[config.mk]
export PLATFORM = sky130hd
export DESIGN_NAME = reloading_irq_counter_unit
export DESIGN_NICKNAME = d
export VERILOG_FILES = /design/src/hw/rtl/ric_pkg.sv /design/src/hw/rtl/ric_in_reg.sv /design/src/hw/rtl/ric_core.sv /design/src/hw/rtl/reloading_irq_counter_unit.sv
export VERILOG_INCLUDE_DIRS = /design/src /design/src/hw/rtl
export SDC_FILE = /design/constraint.sdc
export NUM_CORES = 1
export LEC_CHECK = 0
export CAP_MARGIN = 20
export CORE_ASPECT_RATIO = 1.2
export CORE_MARGIN = 2
export CORE_UTILIZATION = 40
export CTS_CLUSTER_SIZE = 20
export DETAILED_ROUTE_END_ITERATION = 8
export DONT_BUFFER_PORTS = 1
export MAX_ROUTING_LAYER = met4
export SYNTH_ARGS = -nofsm -noshare
export SYNTH_HDL_FRONTEND = slang
export SYNTH_SLANG_ARGS = --single-unit
[constraint.sdc]
create_clock -name clk -period 2.6 [get_ports clk]
set_clock_uncertainty 0.1 [all_clocks]
set_input_delay 0.65 -clock clk [delete_from_list [all_inputs] [get_ports clk]]
set_output_delay 0.65 -clock clk [all_outputs]
set_load 0.02 [all_outputs]
[src/hw/rtl/reloading_irq_counter_unit_macros.svh]
// Assertion macros for the reloading interrupt counter unit.
// Included by the top level; has no dependencies of its own.
`ifndef RELOADING_IRQ_COUNTER_UNIT_MACROS_SVH
`define RELOADING_IRQ_COUNTER_UNIT_MACROS_SVH
`ifndef SYNTHESIS
`define RIC_ASSERT_SAME(label, clk, rst_n, ante, cons) \
  label: assert property (@(posedge clk) disable iff (!rst_n) (ante) |-> (cons)) \
    else $error("ric assertion failed");
`define RIC_ASSERT_NEXT(label, clk, rst_n, ante, cons) \
  label: assert property (@(posedge clk) disable iff (!rst_n) (ante) |=> (cons)) \
    else $error("ric assertion failed");
`else
`define RIC_ASSERT_SAME(label, clk, rst_n, ante, cons)
`define RIC_ASSERT_NEXT(label, clk, rst_n, ante, cons)
`endif
`endif

[src/hw/rtl/ric_pkg.sv]
// Package for the reloading interrupt counter unit: transaction types and codes.
// No dependencies.
package ric_pkg;

  localparam int unsigned CountWidth = 16;

  localparam logic KIND_WRITE = 1'b0;
  localparam logic KIND_TICK  = 1'b1;

  localparam logic [2:0] REG_NIB0 = 3'd0;
  localparam logic [2:0] REG_NIB1 = 3'd1;
  localparam logic [2:0] REG_NIB2 = 3'd2;
  localparam logic [2:0] REG_NIB3 = 3'd3;
  localparam logic [2:0] REG_CTRL = 3'd4;
  localparam logic [2:0] REG_ACK  = 3'd5;

  localparam int unsigned CTRL_REARM = 0;
  localparam int unsigned CTRL_EN    = 1;
  localparam int unsigned CTRL_MODE8 = 2;

  typedef struct packed {
    logic       kind;
    logic [2:0] reg_select;
    logic [7:0] write_data;
  } ric_in_t;

  typedef struct packed {
    logic                  irq_asserted;
    logic [CountWidth-1:0] count_now;
  } ric_out_t;

endpackage

[src/hw/rtl/ric_in_reg.sv]
// Input register of the reloading interrupt counter unit.
// Depends on ric_pkg for the input transaction type.
module ric_in_reg (
  input  logic             clk,
  input  logic             rst_n,
  input  logic             in_valid,
  output logic             in_ready,
  input  ric_pkg::ric_in_t in_data,
  input  logic             advance,
  output logic             stage_valid,
  output ric_pkg::ric_in_t stage_item
);

  logic             valid_r;
  logic             valid_nxt;
  ric_pkg::ric_in_t item_r;

  assign in_ready    = !valid_r || advance;
  assign valid_nxt   = (in_valid && in_ready) || (valid_r && !advance);
  assign stage_valid = valid_r;
  assign stage_item  = item_r;

  always_ff @(posedge clk) begin
    if (!rst_n) begin
      valid_r <= 1'b0;
    end else begin
      valid_r <= valid_nxt;
    end
  end

  always_ff @(posedge clk) begin
    if (in_valid && in_ready) begin
      item_r <= in_data;
    end
  end

endmodule

[src/hw/rtl/ric_core.sv]
// Register file and counter of the reloading interrupt counter unit.
// Depends on ric_pkg for types, register codes and control bit positions.
module ric_core (
  input  logic              clk,
  input  logic              rst_n,
  input  logic              step_en,
  input  ric_pkg::ric_in_t  item,
  output ric_pkg::ric_out_t result
);

  logic [ric_pkg::CountWidth-1:0] reload_r;
  logic [ric_pkg::CountWidth-1:0] reload_nxt;
  logic [2:0]                     ctrl_r;
  logic [2:0]                     ctrl_nxt;
  logic [ric_pkg::CountWidth-1:0] count_r;
  logic [ric_pkg::CountWidth-1:0] count_nxt;
  logic                           irq_r;
  logic                           irq_nxt;
  logic                           wrap;

  assign wrap = ctrl_r[ric_pkg::CTRL_MODE8] ? (&count_r[7:0]) : (&count_r);

  always_comb begin
    reload_nxt = reload_r;
    ctrl_nxt   = ctrl_r;
    count_nxt  = count_r;
    irq_nxt    = irq_r;
    if (step_en) begin
      if (item.kind == ric_pkg::KIND_TICK) begin
        if (ctrl_r[ric_pkg::CTRL_EN]) begin
          if (wrap) begin
            count_nxt = reload_r;
            irq_nxt   = 1'b1;
          end else begin
            count_nxt = count_r + 16'd1;
          end
        end
      end else begin
        case (item.reg_select)
          ric_pkg::REG_NIB0: reload_nxt[3:0]   = item.write_data[3:0];
          ric_pkg::REG_NIB1: reload_nxt[7:4]   = item.write_data[3:0];
          ric_pkg::REG_NIB2: reload_nxt[11:8]  = item.write_data[3:0];
          ric_pkg::REG_NIB3: reload_nxt[15:12] = item.write_data[3:0];
          ric_pkg::REG_CTRL: begin
            ctrl_nxt = item.write_data[2:0];
            if (item.write_data[ric_pkg::CTRL_EN]) begin
              count_nxt = reload_r;
            end
            irq_nxt = 1'b0;
          end
          ric_pkg::REG_ACK: begin
            ctrl_nxt[ric_pkg::CTRL_EN] = ctrl_r[ric_pkg::CTRL_REARM];
            irq_nxt = 1'b0;
          end
          default: begin
          end
        endcase
      end
    end
  end

  assign result.irq_asserted = irq_nxt;
  assign result.count_now    = count_nxt;

  always_ff @(posedge clk) begin
    if (!rst_n) begin
      reload_r <= '0;
      ctrl_r   <= '0;
      count_r  <= '0;
      irq_r    <= 1'b0;
    end else begin
      reload_r <= reload_nxt;
      ctrl_r   <= ctrl_nxt;
      count_r  <= count_nxt;
      irq_r    <= irq_nxt;
    end
  end

endmodule

[src/hw/rtl/reloading_irq_counter_unit.sv]
// Top level of the reloading interrupt counter unit.
// Depends on ric_pkg, ric_in_reg, ric_core and reloading_irq_counter_unit_macros.svh.
//
// Each input transaction is either a register write (kind 0) or one CPU
// clock tick (kind 1). Registers 0 to 3 set the nibbles of the 16-bit reload
// value, register 4 sets the control bits and clears the interrupt, and
// register 5 acknowledges the interrupt. Every input transaction produces
// exactly one result transaction with the interrupt flag and the counter
// value after that transaction.
// A transaction accepted into the input register waits there until the output
// register can take a result, is then processed against the counter state, and
// its result is written to the output register at the same edge as the counter
// update. One transaction is accepted every cycle while the output is not
// stalled; the limit is the single counter update performed per cycle.
// Synchronous reset clears the reload value, control bits, counter and
// interrupt flag and empties both pipeline registers. When the receiver
// stalls, the result stays in the output register, the input register
// keeps one more transaction, and in_ready falls once both are full.
`include "reloading_irq_counter_unit_macros.svh"

module reloading_irq_counter_unit (
  input  logic              clk,
  input  logic              rst_n,
  input  logic              in_valid,
  output logic              in_ready,
  input  ric_pkg::ric_in_t  in_data,
  output logic              out_valid,
  input  logic              out_ready,
  output ric_pkg::ric_out_t out_data
);

  logic              advance;
  logic              stage_valid;
  ric_pkg::ric_in_t  stage_item;
  ric_pkg::ric_out_t core_result;
  logic              out_valid_r;
  logic              out_valid_nxt;
  ric_pkg::ric_out_t out_data_r;
  logic              ctrl_write;
  logic              ack_write;
  logic              tick_step;

  assign advance       = stage_valid && (!out_valid_r || out_ready);
  assign out_valid_nxt = advance || (out_valid_r && !out_ready);

  ric_in_reg u_in_reg (
    .clk         (clk),
    .rst_n       (rst_n),
    .in_valid    (in_valid),
    .in_ready    (in_ready),
    .in_data     (in_data),
    .advance     (advance),
    .stage_valid (stage_valid),
    .stage_item  (stage_item)
  );

  ric_core u_core (
    .clk     (clk),
    .rst_n   (rst_n),
    .step_en (advance),
    .item    (stage_item),
    .result  (core_result)
  );

  always_ff @(posedge clk) begin
    if (!rst_n) begin
      out_valid_r <= 1'b0;
    end else begin
      out_valid_r <= out_valid_nxt;
    end
  end

  always_ff @(posedge clk) begin
    if (advance) begin
      out_data_r <= core_result;
    end
  end

  assign out_valid = out_valid_r;
  assign out_data  = out_data_r;

  assign ctrl_write = advance && (stage_item.kind == ric_pkg::KIND_WRITE) &&
                      (stage_item.reg_select == ric_pkg::REG_CTRL);
  assign ack_write  = advance && (stage_item.kind == ric_pkg::KIND_WRITE) &&
                      (stage_item.reg_select == ric_pkg::REG_ACK);
  assign tick_step  = advance && (stage_item.kind == ric_pkg::KIND_TICK);

  `RIC_ASSERT_NEXT(a_ctrl_clears_irq, clk, rst_n, ctrl_write, !out_data_r.irq_asserted)
  `RIC_ASSERT_NEXT(a_ack_clears_irq, clk, rst_n, ack_write, !out_data_r.irq_asserted)
  `RIC_ASSERT_SAME(a_irq_from_tick, clk, rst_n, $rose(out_data_r.irq_asserted), $past(tick_step))
  `RIC_ASSERT_NEXT(a_stage_holds, clk, rst_n, stage_valid && !advance, stage_valid)

endmodule
==> results of run 1 <==
[per-layer routing]
layer  vias to the layer above  track usage, %  wire [µm]
met5                         -               -          0
met4                         0            8.58        166
met3                        16            4.36        371
met2                        83            26.9       3100
met1                      1083            22.8       3160
li1                       1116               -          -
[registers in the layout, indices dropped and copies added (netlist names)]
| register | flops |
|---|---|
| u_core.ctrl_r | 3 |
| u_in_reg.stage_item | 8 |
| u_core.count_r | 16 |
| out_data | 17 |
| u_in_reg.stage_valid | 1 |
| u_core.reload_r | 16 |
| u_core.irq_r | 1 |
| out_valid | 1 |
[cell type report]
| cell class | instances | share of cell area (%) |
|---|---|---|
| flip-flops and latches | 63 | 46.7 |
| clock inverters | 5 | 1.55 |
| inverters | 17 | 1.97 |
| clock buffers | 10 | 3.94 |
| multi-input cells | 205 | 41.0 |
| well taps | 90 | 3.48 |
| repair buffers | 6 | 1.39 |
[stage by stage]
step | hold slack (ns) | cell area [µm²] | utilization (%) | worst slack (ns)
final | 0.296 | 3240 | 44.8 | 0.382
after detailed placement | 0.373 | 3060 | 42.3 | 0.347
after global placement | 0.366 | 3060 | 42.3 | 0.341
after floorplan | 0.353 | 2990 | - | 0.457
after global routing | 0.283 | 3240 | 44.8 | 0.289
after CTS | 0.288 | 3240 | 44.8 | 0.389
[cell usage after synthesis (2+ instances only)]
cell type	n
a21oi_1	16
nand4_1	10
or3_1	2
or4_1	3
nor2b_1	2
o21ai_0	13
dfxtp_1	38
inv_1	16
nand2_1	27
a31oi_1	3
a22oi_1	4
buf_2	6
mux2i_1	20
clkbuf_1	6
nand3_1	7
nand2b_1	3
buf_6	3
nor2_1	27
nor3_1	5
o211ai_1	2
edfxtp_1	25
nor4_1	7
and2_1	14
o221ai_1	10
[logic make-up (layout without fill, tap and decap cells)]
group,count (synthesis),count (layout),synth area share (%)
muxes,20,20,6.70
xor gates and xnor gates,1,1,0.293
AOI/OAI and AO/OA,64,64,15.9
DFF,63,63,50.6
and+or+nand+nor,119,119,21.1
adders and majority gates,1,1,0.419
buffers and inverters,32,38,5.02
[how the worst min path moves through the flow]
stage,startpoint,endpoint,depth (start not counted)
global placement,u_core.ctrl_r[0],u_core.ctrl_r[0],2
floorplan,u_core.ctrl_r[0],u_core.ctrl_r[0],2
finish,in_data[9],u_in_reg.stage_item[9],0
global route,in_data[10],u_in_reg.stage_item[10],0
detailed placement,u_core.ctrl_r[0],u_core.ctrl_r[0],2
CTS,in_data[10],u_in_reg.stage_item[10],0
[power groups by stage]
stage          clock network (µW)  registers, µW  logic, µW
2_1_floorplan                   0           1090       48.3
3_3_place_gp                    0           1100       57.0
3_5_place_dp                    0           1100       57.5
4_1_cts                       816           1080       57.5
5_1_grt                       861           1080       63.2
6_report                      804           1080       57.2
[critical path, stage by stage, from the launching register on]
cell,delay [ns]
dfxtp_1,0.48
ha_1,0.35
and4_4,0.27
and2_4,0.24
a41oi_4,0.23
o221ai_1,0.33
and2_1,0.16
==> results.json, run 1 <==
{
  "status": "finished, final reports clean",
  "clockRootBuffer": "clkbuf_8",
  "syn_inst": 300,
  "setup_violations": 0,
  "final_max_slew_viol_count": 0,
  "dieWidth_um": 82.9,
  "total_power_uw": 1940,
  "num_vias": 2298,
  "crit_fanout": 11,
  "final_common_cell": "dfxtp_1",
  "synth_top_flop_cell": "dfxtp_1",
  "combPwrFrac_pct": 2.9,
  "synth_area_leader_cell": "dfxtp_1",
  "dieArea_um2": 8180,
  "worst_slew_pin_slew_ns": 0.676,
  "drv_cap": 0,
  "core_um2": 7230,
  "postCtsSetupBuffers": 0,
  "layout.cells.non_filler": 396,
  "globalRouteTotalUtil_pct": 17.9,
  "peakVddDrop_mv": 0.381,
  "wl_um": 6800,
  "clock_latency_ns": 0.34,
  "num_rows": 34,
  "endpoint_kind": "register",
  "area_delta_synth_final_pct": 8.33,
  "synthTopCellsByArea": "dfxtp_1 (25%), edfxtp_1 (25%), mux2i_1 (6.7%), nand2_1 (3.4%), nor2_1 (3.4%)",
  "required_ns": 2.79,
  "rrSetupSlack_ns": 0.38,
  "synth_fp_nets": 317,
  "p_leak_uw": 0.00106,
  "fin_nets": 319,
  "clockBufferDepth": 2,
  "cts.sinks": 63,
  "port-buffer-count": 0,
  "grt_overflow": 0,
  "switching_share_pct": 23.0,
  "fmaxAchievable_mhz": 451,
  "rr_startpoint": "u_core.count_r[0]",
  "internal_power_uw": 1490,
  "hold_buffers": 0,
  "nFillCells": 698,
  "p_clk_share_pct": 41.4,
  "seq_area_um2": 1510,
  "powerDensity_nw_per_um2": 599,
  "wl_per_cell_um": 17.2,
  "antenna_found_initial": 0,
  "rsz0062_at_grt": "no",
  "r2r_end": "u_core.count_r[2]",
  "critPathCapture": "u_core.count_r[2]",
  "ctsHtreeMaxLevel": 3,
  "pin_count": 35,
  "period_minus_slack_ns": 2.22,
  "setup_tns_ns": 0,
  "die_height_um": 98.7,
  "worstSetupPathType": "register to register",
  "crit_path_start_kind": "register",
  "cts_tree": "built",
  "synth_edf_count": 25,
  "grt_max_degree": 22,
  "ys.warnings.count": 0,
  "crit_arrival_ns": 2.40,
  "viasPerCell": 5.80,
  "ys_seq_area_share_pct": 50.6,
  "clkSlewWorstSetupHoldPaths_ns": 0.07,
  "crit_start": "u_core.count_r[0]",
  "syn-cell-area_um2": 2990,
  "ys_ff_latch": 63,
  "hold_path.class": "input port to register",
  "synth_top_area_share_pct": 25.5,
  "grt_pass1_vias": 2127,
  "async_flop_share_pct": 0,
  "gp_congestion": 0.828,
  "p_switching_uw": 446,
  "layout_common_cells": "dfxtp_1 (38), nor2_1 (27), nand2_1 (27), edfxtp_1 (25), mux2i_1 (20)",
  "synth.distinct_cells": 55,
  "num_antenna_cells": 0,
  "ctsResizeCount": 0,
  "drive_gt1_share_pct": 10.8,
  "p_seq_share_pct": 55.6,
  "period_share_pct": 85.3,
  "cts_buffers": 9,
  "placedCellCount": 381,
  "drt_iter0_markers": 160,
  "grt_first_pass_wirelength_um": 11200,
  "place_hpwl_um": 4840,
  "synth_area_per_cell_um2": 9.96,
  "reg2regPathDepth": 6,
  "postRouteAntennaNets": 0,
  "drc": 0,
  "relSlewSlack_pct": 54.7,
  "multi_input_area_um2": 1330,
  "dr.pass1.iters": 4,
  "hold_viol_final": 0,
  "start_util_pct": 41.3
}
Note: power is estimated with default switching activity, not from simulation.
==> run 2: changes to the inputs <==
--- a/config.mk
+++ b/config.mk
@@ -9,11 +9,12 @@
 export CAP_MARGIN = 20
 export CORE_ASPECT_RATIO = 1.2
 export CORE_MARGIN = 2
-export CORE_UTILIZATION = 40
+export CORE_UTILIZATION = 63
 export CTS_CLUSTER_SIZE = 20
 export DETAILED_ROUTE_END_ITERATION = 8
 export DONT_BUFFER_PORTS = 1
 export MAX_ROUTING_LAYER = met4
+export PLACE_DENSITY = 0.79
 export SYNTH_ARGS = -nofsm -noshare
 export SYNTH_HDL_FRONTEND = slang
 export SYNTH_SLANG_ARGS = --single-unit
==> run 2 against run 1 <==
  * Register-to-register slack is essentially flat
  * Die area is 35% lower
  * Flip-flop and latch count did not move
  * First-iteration DRC count rose by 89%
  * Sequential power barely moved
  * Sequential share of layout area fell by 0.11 points
  * Final area rose by 0.23%
  * Worst setup slack got worse by 0.11 ns
  * Non-clock buffer count decreased by 1
  * Critical endpoint is now in_ready
==> results.json, run 2 (synthesis results as in run 1) <==
{
  "status": "finished, final reports clean",
  "place_hpwl_um": 4430,
  "ctsHtreeMaxLevel": 3,
  "drt_iter0_markers": 303,
  "port-buffer-count": 0,
  "peakVddDrop_mv": 0.446,
  "num_vias": 2345,
  "critPathCapture": "in_ready",
  "clock_latency_ns": 0.35,
  "crit_start": "out_valid",
  "globalRouteTotalUtil_pct": 28.6,
  "final_common_cell": "dfxtp_1",
  "drive_gt1_share_pct": 11.1,
  "viasPerCell": 6.44,
  "rsz0062_at_grt": "no",
  "holdPathStages": 0,
  "reg2regPathDepth": 6,
  "fmaxAchievable_mhz": 430,
  "wl_um": 6500,
  "largest_reg_flops": 17,
  "hold_buffers": 0,
  "dpl_cell_area_um2": 3010,
  "rr_startpoint": "u_core.count_r[0]",
  "num_rows": 27,
  "layout.cells.non_filler": 364,
  "final_max_slew_viol_count": 0,
  "endpoint_kind": "primary output",
  "final_area_um2": 3240,
  "cts_buffers": 9,
  "grt_pass1_vias": 2107,
  "cts_tree": "built",
  "relSlewSlack_pct": 46.7,
  "worst_slew_pin_slew_ns": 0.799,
  "clockRootBuffer": "clkbuf_8",
  "grt_first_pass_wirelength_um": 10600,
  "nFillCells": 354,
  "clockBufferDepth": 2,
  "crit_fanout": 6,
  "clkSlewWorstSetupHoldPaths_ns": 0.06,
  "whs_ns": 0.290,
  "dr.pass1.iters": 5,
  "setup_tns_ns": 0,
  "crit_arrival_ns": 1.57,
  "fin_nets": 318,
  "period_minus_slack_ns": 2.32,
  "num_antenna_cells": 0,
  "placedCellCount": 348,
  "core_um2": 4590,
  "rrSetupSlack_ns": 0.39,
  "setup_violations": 0,
  "postRouteAntennaNets": 0,
  "p_leak_uw": 0.00108,
  "r2r_end": "out_data[7]",
  "postCtsSetupBuffers": 0,
  "ctsResizeCount": 0,
  "die_height_um": 79.4,
  "hold_path.class": "input port to register",
  "start_util_pct": 65.0,
  "crit_path_start_kind": "register",
  "seq_area_um2": 1510,
  "drc": 0,
  "period_share_pct": 89.4,
  "pin_count": 35,
  "grt_max_degree": 26,
  "gp_congestion": 0.930,
  "grt_overflow": 0,
  "required_ns": 1.85,
  "multi_input_area_um2": 1330,
  "area_delta_synth_final_pct": 8.58,
  "powerDensity_nw_per_um2": 651,
  "antenna_found_initial": 0,
  "worstSetupPathType": "register to primary output",
  "wl_per_cell_um": 17.8,
  "dieWidth_um": 66.9,
  "hold_viol_final": 0,
  "drv_cap": 0,
  "cts.sinks": 63,
  "total_power_uw": 2110,
  "dieArea_um2": 5310,
  "layout_common_cells": "dfxtp_1 (38), nor2_1 (27), nand2_1 (27), edfxtp_1 (25), mux2i_1 (20)"
}
run 2: power by group:
| group | leakage, µW | switching, µW | internal (µW) | total (µW) |
|---|---|---|---|---|
| Combinational | 0.000414 | 40.0 | 16.2 | 56.2 |
| Sequential | 0.000551 | 31.6 | 1050 | 1080 |
| Clock | 0.000117 | 362 | 615 | 978 |
run 2: final cells by class:
cell class	count	area share, %
Inverter	17	1.97
Timing Repair Buffer	5	1.16
Clock buffer	13	5.21
Tap cell	58	2.24
Multi-Input combinational cell	205	40.9
Clock inverter	3	1.97
Sequential cell	63	46.6
run 2: critical path: stages, from the launching register on:
cell and delay, ns:
dfxtp_1 0.46, nor2b_1 0.41, buf_4 0.20, nand2_1 0.15
run 2: metal layers:
layer	part of all wire, %	vias up	GRT usage (%)
met2	47	127	41.5
met4	2.1	0	15.7
li1	-	1112	-
met5	0	-	-
met3	8.1	14	7.62
met1	42	1092	36.3
run 2: worst min-delay path by stage:
stage | slack [ns] | endpoint | start
4_1_cts | 0.29 | u_in_reg.stage_item[8] | in_data[8]
5_1_grt | 0.28 | u_in_reg.stage_item[3] | in_data[3]
2_1_floorplan | 0.35 | u_core.ctrl_r[0] | u_core.ctrl_r[0]
6_report | 0.29 | u_in_reg.stage_item[3] | in_data[3]
3_5_place_dp | 0.37 | u_core.reload_r[13] | u_core.reload_r[13]
3_3_place_gp | 0.36 | u_core.reload_r[13] | u_core.reload_r[13]
run 2: per-stage QoR:
stage | util, % | setup WS (ns)
after global routing | 70.6 | 0.169
after detailed placement | 65.6 | 0.349
after global placement | 65.6 | 0.365
after CTS | 70.6 | 0.275
after floorplan | - | 0.457
final | 70.6 | 0.275
